[config.mk]
export PLATFORM = sky130hd
export DESIGN_NAME = json_field_value_tagger
export DESIGN_NICKNAME = d
export VERILOG_FILES = /design/src/sv/jfvt_pkg.sv /design/src/sv/json_field_value_tagger.sv /design/src/sv/jfvt_tagger.sv
export SDC_FILE = /design/constraint.sdc
export NUM_CORES = 1
export LEC_CHECK = 0
export BUFFER_PORTS_ARGS = -buffer_cell sky130_fd_sc_hd__buf_2
export CORE_ASPECT_RATIO = 2
export CORE_UTILIZATION = 45
export DETAILED_ROUTE_END_ITERATION = 6
export GPL_ROUTABILITY_DRIVEN = 0
export PLACE_DENSITY = 0.65
export RECOVER_POWER = 50
export SYNTH_ARGS = -nofsm -noshare
export SYNTH_HDL_FRONTEND = slang
export SYNTH_SLANG_ARGS = --single-unit
[constraint.sdc]
create_clock -name clk -period 9 [get_ports clk]
set_input_delay 1.35 -clock clk [delete_from_list [all_inputs] [get_ports clk]]
set_output_delay 1.35 -clock clk [all_outputs]
set_load 0.01 [all_outputs]
[src/sv/jfvt_pkg.sv]
// Package of the field value tagger: sizes, key patterns and shared types.
package jfvt_pkg;

  localparam int FLIT_BYTES   = 8;
  localparam int KEY_LENGTH   = 11;
  localparam int KEY_COUNT    = 3;
  localparam int KEY_ROWS     = 3;
  localparam int WIN_LEN      = KEY_LENGTH + FLIT_BYTES;
  localparam int FLIT_WIDTH   = 64;
  localparam int TAGS_WIDTH   = 16;

  localparam logic [7:0] QUOTE_CHAR = 8'h22;
  localparam logic [7:0] WILD_CHAR  = 8'h2A;
  localparam logic [7:0] FILL_CHAR  = 8'hFF;

  // Key patterns, first character at index 0; a star matches any byte.
  localparam logic [7:0] KEY_TABLE [KEY_ROWS][KEY_LENGTH] = '{
    '{8'h22, 8'h73, 8'h79, 8'h73, 8'h63, 8'h61, 8'h6C, 8'h6C, 8'h22, 8'h3A, 8'h20},
    '{8'h2A, 8'h2A, 8'h2A, 8'h2A, 8'h22, 8'h65, 8'h78, 8'h65, 8'h22, 8'h3A, 8'h20},
    '{8'h2A, 8'h2A, 8'h2A, 8'h22, 8'h70, 8'h61, 8'h74, 8'h68, 8'h22, 8'h3A, 8'h20}
  };

  typedef logic [KEY_LENGTH-1:0][7:0] hist_t;
  typedef logic [WIN_LEN-1:0][7:0]    window_t;

  typedef struct packed {
    logic [TAGS_WIDTH-1:0] tags;
    logic                  has_quote;
    logic [1:0]            ovf_nxt;
    hist_t                 hist_nxt;
  } jfvt_result_t;

  // OR of the 1-based key indices whose pattern equals the window.
  function automatic logic [1:0] fresh_tag(input hist_t w);
    logic [1:0] tag;
    logic       hit;
    tag = '0;
    for (int i = 0; i < KEY_COUNT; i++) begin
      hit = 1'b1;
      for (int j = 0; j < KEY_LENGTH; j++) begin
        if (KEY_TABLE[i][j] != WILD_CHAR && w[j] != KEY_TABLE[i][j]) begin
          hit = 1'b0;
        end
      end
      if (hit) begin
        tag = tag | 2'(i + 1);
      end
    end
    return tag;
  endfunction

endpackage

[src/sv/json_field_value_tagger.sv]
// Top level of the field value tagger: input stage, tag state and result register.
//
// Input channel: in_valid / in_ready move one flit of eight bytes, byte 0 in the
// low bits, with its end-of-packet flag. Result channel: out_valid / out_ready
// move the same flit, a 2-bit tag per byte (0 misc, 1 syscall, 2 exe, 3 path),
// the quote flag and the end-of-packet flag.
// Every input transfer yields exactly one result transfer, in order.
// Path: a flit taken on the input channel goes through the input register and then
// the result register before it is shown on the result channel.
// Throughput: one flit per cycle while the receiver takes results; the match, carry
// and overflow logic sit in one combinational pass between the two registers.
// The history of the last eleven bytes and the overflow tag advance when a flit
// moves from the input register to the result register.
// Reset (rst_n low, synchronous) empties both registers, clears the history to
// zero bytes and the overflow tag to misc.
// When the receiver stalls, the result register holds; the input register still
// takes one more flit, and in_ready then drops until the result is taken.
module json_field_value_tagger (
  input  logic                            clk,
  input  logic                            rst_n,
  input  logic                            in_valid,
  output logic                            in_ready,
  input  logic [jfvt_pkg::FLIT_WIDTH-1:0] in_flit_bytes,
  input  logic                            in_end_of_packet,
  output logic                            out_valid,
  input  logic                            out_ready,
  output logic [jfvt_pkg::FLIT_WIDTH-1:0] out_flit_bytes_out,
  output logic [jfvt_pkg::TAGS_WIDTH-1:0] out_byte_tags,
  output logic                            out_has_quote,
  output logic                            out_end_of_packet_out
);
  import jfvt_pkg::*;

  logic                  stg_v_r;
  logic [FLIT_WIDTH-1:0] stg_flit_r;
  logic                  stg_eop_r;
  logic                  out_v_r;
  logic [FLIT_WIDTH-1:0] out_flit_r;
  logic [TAGS_WIDTH-1:0] out_tags_r;
  logic                  out_quote_r;
  logic                  out_eop_r;
  hist_t                 hist_r;
  logic [1:0]            ovf_r;
  logic                  advance;
  logic                  in_fire;
  jfvt_result_t          res;

  assign advance  = stg_v_r && (!out_v_r || out_ready);
  assign in_ready = !stg_v_r || advance;
  assign in_fire  = in_valid && in_ready;

  jfvt_tagger u_tagger (
    .flit    (stg_flit_r),
    .eop     (stg_eop_r),
    .hist    (hist_r),
    .ovf_tag (ovf_r),
    .res     (res)
  );

  always_ff @(posedge clk) begin
    if (!rst_n) begin
      stg_v_r <= 1'b0;
      out_v_r <= 1'b0;
      hist_r  <= '0;
      ovf_r   <= '0;
    end else begin
      if (in_fire) begin
        stg_v_r <= 1'b1;
      end else if (advance) begin
        stg_v_r <= 1'b0;
      end
      if (advance) begin
        out_v_r <= 1'b1;
        hist_r  <= res.hist_nxt;
        ovf_r   <= res.ovf_nxt;
      end else if (out_ready) begin
        out_v_r <= 1'b0;
      end
    end
  end

  always_ff @(posedge clk) begin
    if (in_fire) begin
      stg_flit_r <= in_flit_bytes;
      stg_eop_r  <= in_end_of_packet;
    end
    if (advance) begin
      out_flit_r  <= stg_flit_r;
      out_tags_r  <= res.tags;
      out_quote_r <= res.has_quote;
      out_eop_r   <= stg_eop_r;
    end
  end

  assign out_valid             = out_v_r;
  assign out_flit_bytes_out    = out_flit_r;
  assign out_byte_tags         = out_tags_r;
  assign out_has_quote         = out_quote_r;
  assign out_end_of_packet_out = out_eop_r;

endmodule

[src/sv/jfvt_tagger.sv]
// Tag logic of one flit: key matching, in-flit carry, overflow OR and next state.
module jfvt_tagger (
  input  logic [jfvt_pkg::FLIT_WIDTH-1:0] flit,
  input  logic                            eop,
  input  jfvt_pkg::hist_t                 hist,
  input  logic [1:0]                      ovf_tag,
  output jfvt_pkg::jfvt_result_t          res
);
  import jfvt_pkg::*;

  window_t    win;
  logic [1:0] fresh [FLIT_BYTES];
  logic [1:0] tag1  [FLIT_BYTES];
  logic [1:0] carry;
  logic [1:0] ov;
  logic [1:0] last;
  logic       quote_seen;

  always_comb begin
    for (int k = 0; k < KEY_LENGTH; k++) begin
      win[k] = hist[k];
    end
    for (int i = 0; i < FLIT_BYTES; i++) begin
      win[KEY_LENGTH + i] = flit[8*i +: 8];
    end
    for (int i = 0; i < FLIT_BYTES; i++) begin
      fresh[i] = fresh_tag(win[i +: KEY_LENGTH]);
    end
  end

  // An untagged quote ends the carried tag inside the flit.
  always_comb begin
    carry      = '0;
    quote_seen = 1'b0;
    for (int i = 0; i < FLIT_BYTES; i++) begin
      tag1[i] = fresh[i] | carry;
      carry   = tag1[i];
      if (fresh[i] == 2'b00 && flit[8*i +: 8] == QUOTE_CHAR) begin
        carry      = '0;
        quote_seen = 1'b1;
      end
    end
    last = tag1[FLIT_BYTES-1];
  end

  // The tag from earlier flits reaches every byte up to the first quote.
  always_comb begin
    res.tags = '0;
    ov       = ovf_tag;
    for (int i = 0; i < FLIT_BYTES; i++) begin
      res.tags[2*i +: 2] = tag1[i] | ov;
      if (flit[8*i +: 8] == QUOTE_CHAR) begin
        ov = '0;
      end
    end
    res.has_quote = quote_seen;
    if (eop) begin
      res.ovf_nxt = '0;
      for (int k = 0; k < KEY_LENGTH; k++) begin
        res.hist_nxt[k] = FILL_CHAR;
      end
    end else begin
      res.ovf_nxt  = (quote_seen || last != 2'b00) ? last : ovf_tag;
      res.hist_nxt = win[FLIT_BYTES +: KEY_LENGTH];
    end
  end

endmodule

# Word-level counts from Yosys, hierarchy flattened
# Index checks and enable logic that the tools add are counted.
# totals
reg_bits	239
elab_cells	436
input_bits	69
romBits	0
mem_bits_rw	0
memories	0
latch_bits	0
out_inout_bits	84
# classes
n_mul	0
bitwise	15
mux	248
magnitude_cmp	0
shift	0
n_reduce_logical	28
div_mod_pow	0
eq_ne	125
addsub	0
# op_table
cell	count
8-bit by 7-bit != test with 1-bit output (second input constant)	85
8-bit by 6-bit != test with 1-bit output (second input constant)	32
1-bit 2-to-1 mux	216
90-bit 2-to-1 mux	1
8-bit by 6-bit equality test with 1-bit output (second input constant)	8
2-bit 2-to-1 mux	31
2-bit bitwise OR	15
2-bit logical NOT	8
1-bit logical AND	10
2-bit nonzero test	4
1-bit logical OR	3
1-bit logical NOT	2
2-bit AND reduction	1

# Longest topological paths before layout
# logic_depth
ltp_word	35
ltp_mapped	11
mapped_depth_nobuf	9

# Cells and area by module
# Synthesis repeated with hierarchy kept, for this count alone.
# unflattened
hier_cells	1156
hier_area_um2	12084.1
# by_module_without_submodules
mod	cells_per_inst	n_inst	area_each_um2	seq_area_each_um2
json_field_value_tagger	546	1	8169.1	6256.0
jfvt_tagger	610	1	3915.0	0.0

# Worst setup path after synthesis
# Ideal clock, no wire load.
# synth_path
kind	input port to flip-flop
startpoint	in out_ready
endpoint	reg out_tags_r[0] (netlist: out_byte_tags[0]) (enable)
t_arrival_ns	4.111
slack_ns	4.410
cell_stages	4
path_cell_list	nor2b_1 nand2b_1 inv_2 clkbuf_1
# synth_via
elab_chain_cells	2
# synth_rtl
item	line	rtl
from (decl)	json_field_value_tagger.sv:26	input logic out_ready,
1-bit logical OR	json_field_value_tagger.sv:48	assign advance = stg_v_r && (!out_v_r || out_ready);
1-bit logical AND	json_field_value_tagger.sv:48	
via advance	json_field_value_tagger.sv:44	logic advance;
to (signal assigned)	json_field_value_tagger.sv:89	out_tags_r <= res.tags;
to (decl)	json_field_value_tagger.sv:39	logic [TAGS_WIDTH-1:0] out_tags_r;
# The timed path passes the listed nets, and every way through them passes these cells.
# A chain may end at the register's enable or synchronous reset.

# Final worst setup path
# layout_path
startpoint	in rst_n
endpoint	reg ovf_r[0]
# layout_rtl
item	line	rtl
from (decl)	json_field_value_tagger.sv:20	input logic rst_n,
to (signal assigned)	json_field_value_tagger.sv:75	ovf_r <= res.ovf_nxt;
to (decl)	json_field_value_tagger.sv:43	logic [1:0] ovf_r;
# No word-level cell between the ends.

==> flow_summary.ini <==
[timing]
maxSlewHeadroom_pct = -191.3
fin_crit_sh_pct = 51.43
clock.fmax_mhz = 216.0
tightest_slew_ns = 4.369
setup_viol = 0
post-route-min-period_ns = 4.629
finClkSkew_ns = 0.01301
finalHoldViolations = 0
hold_ws_ns = 0.4717
maxSlewViolCount = 128
rsz0062_at_grt = false
tns_ns = 0

[global_routing]
grt_pass1_vias = 9345
antenna_found_initial = 1
grt_max_degree = 93
grt.overflow.total = 0
grt_pass1_wl_um = 57410
grtUsageTotal_pct = 31.25

[clocking]
path_clk_slew_ns = 0.07
worstSkewPairLatency_ns = 0.54
cts_tree = built
cts.sink_count = 239
cts_buffers = 22
htree_levels = 1
post_cts_buffers = 0
cts_hold_buf = 0
cts_root_buffer = clkbuf_16
ctsResizeCount = 0
clock_path_buffers = 3

[final_layout]
fin_nets = 1275
multi_input_area_sq_um = 4497
synthToLayoutAreaGrowth_pct = 15.81
nFillCells = 2201
layout-drive-gt1-share_pct = 12.93
seq_area_sq_um = 6256
stdcell_area_sq_um = 12780

[drt]
post_drt_wl_per_cell_um = 25.66
ant_nets = 0
drc = 42
via_count = 9885
drt_iter0_markers = 1199
wl_um = 38750
viasPerCell = 6.546
dr.pass1.iters = 7

[critical_path]
path_common_cell = clkbuf_1
critPathRequiredTime_ns = 9.24
path_cells = clkbuf_1, clkinv_1, clkbuf_1, o22ai_1
cp_max_fo = 92
crit-reg2reg-launch = stg_flit_r[4]$_DFFE_PP_
slowest_stage = clkbuf_1
reg2reg_to = ovf_r[1]$_SDFFE_PN0P_
worstSetupPathType = in -> reg
reg2reg_depth = 9
crit_path_start_kind = input pin
cp_data_arrival_time_ns = 4.87
ff2ff_setup_slack_ns = 4.76
critPathMaxStageDelay_ns = 3.02
endpoint_kind = flip-flop

[min_path]
hold_path_depth = 0
hp-class = reg -> reg
min_from = stg_flit_r[50]$_DFFE_PP_
holdPathEnd = out_flit_bytes_out[50]$_DFFE_PP_

[power]
ir_worst_vdd_mv = 0.1863
leakage_uw = 0.004217
p_per_area_nw_per_um2 = 205.0
power_uw = 2620

[placement]
dp.final_hpwl_um = 26560
dpl-instance-area_sq_um = 11990
port_buffers = 152

[floorplanning]
die-area_sq_um = 25190
num_rows = 80
die_x_um = 112.7
pin_count = 153
coreArea_sq_um = 23920
start_util_pct = 46.12
die_y_um = 223.5

[yosys]
avgSynthCellArea_sq_um = 10.20
synth-edff-count = 147
ys_warn_count = 0
async_reset_ff_share_pct = 0
netlist_area_sq_um = 11030
yosysSeqAreaShare_pct = 56.70
ys.flop_type = edfxtp_1
ys_ff_latch = 239
synth.distinct_cells = 69
syn_inst = 1082
synth_nets = 1151

[status]
outcome = complete, but fails checks
failed_checks = DRC, capacitance limit, slew limit

[flow_run]
drv_cap = 2
==> metal layers <==
metal / global-route usage [%] / part of all wire, % / vias to the layer above
li1: - / - / 4401
met1: 34.40 / 34 / 4701
met2: 52.39 / 50 / 590
met3: 7.715 / 8.5 / 191
met4: 21.68 / 7.6 / 2
met5: 1.010 / 0.098 / -
==> area by class of cell <==
cell class / instances / area share [%]
Sequential cell: 239 / 48.96
Multi-Input combinational cell: 767 / 35.19
Timing Repair Buffer: 162 / 5.806
Clock buffer: 23 / 4.504
Tap cell: 287 / 2.810
Clock inverter: 17 / 2.262
Inverter: 14 / 0.4504
Antenna cell: 1 / 0.01958
==> logic make-up after synthesis <==
family | Yosys count | synth area share, %
buffers and inverters | 76 | 2.733
and+or+nand+nor | 701 | 36.25
DFF | 239 | 56.70
AOI/OAI and AO/OA | 66 | 4.320
==> worst max path at each step <==
stage	startpoint	endpoint	slack, ns	cells after the start
floorplan	out_ready	out_byte_tags[0]$_DFFE_PP_	4.41	4
global placement	out_ready	out_flit_bytes_out[18]$_DFFE_PP_	5.18	5
detailed placement	out_ready	out_flit_bytes_out[17]$_DFFE_PP_	5.16	5
CTS	stg_flit_r[18]$_DFFE_PP_	ovf_r[1]$_SDFFE_PN0P_	5.20	9
global route	rst_n	ovf_r[0]$_SDFFE_PN0P_	3.98	4
finish	rst_n	ovf_r[0]$_SDFFE_PN0P_	4.37	4
==> registers in the layout, summed over array words and instances, names as in the netlist <==
name	flops
stg_eop_r	1
stg_flit_r	64
out_has_quote	1
out_flit_bytes_out	64
hist_r	88
ovf_r	2
out_end_of_packet_out	1
out_valid	1
out_byte_tags	16
stg_v_r	1
==> where the power goes <==
part	internal, uW	total (uW)	switching (uW)
registers	1230	1320	86.3
logic	71.4	195	124
clock network	674	1110	432
==> per-stage QoR <==
stage / util (%) / cells / setup slack (ns)
floorplan: - / 1082 / 4.410
finish: 53.42 / 1510 / 4.371
global route: 53.42 / 1510 / 3.981
detailed placement: 50.14 / 1469 / 5.165
global placement: 50.14 / 1469 / 5.182
CTS: 53.75 / 1509 / 5.198
==> synth_stat cells (7+ instances only) <==
cell type  instances  area [sq um]
nand4_1           53         331.6
clkbuf_1          55         206.5
nor3b_1            9         67.56
nor4bb_1          24         240.2
nand3_1           30         150.1
o21ai_0           17         85.08
nor4_1            43         269.0
or2_2              7         43.79
nor3_1           203          1016
or3_1              9         56.30
inv_1             12         45.04
nand4b_1          14         122.6
and4b_1           11         110.1
a21oi_1           14         70.07
or4_1             10         75.07
nand3b_1           9         67.56
dfxtp_1           92          1842
edfxtp_1         147          4414
nor4b_1           21         183.9
nor2b_1           23         143.9
nand2_1           59         221.5
nor2_1           134         503.0
==> worst max-delay path, delay by kind of cell <==
| kind | cells | cell delay (ns) |
|---|---|---|
| buffers and inverters | 3 | 3.15 |
| AOI/OAI and AO/OA | 1 | 0.36 |
==> layout by cell type, fill, tap and decap left out, types with 21 or more instances in the layout <==
cell and count:
nor3_1 203, edfxtp_1 147, nor2_1 134, dfxtp_1 92
buf_2 80, clkbuf_1 73, nand2_1 59, nand4_1 53
nor4_1 43, nand3_1 30, nor2b_1 23, clkbuf_16 23
nor4bb_1 22, nor4b_1 21
(Power assumes the default switching activity.)
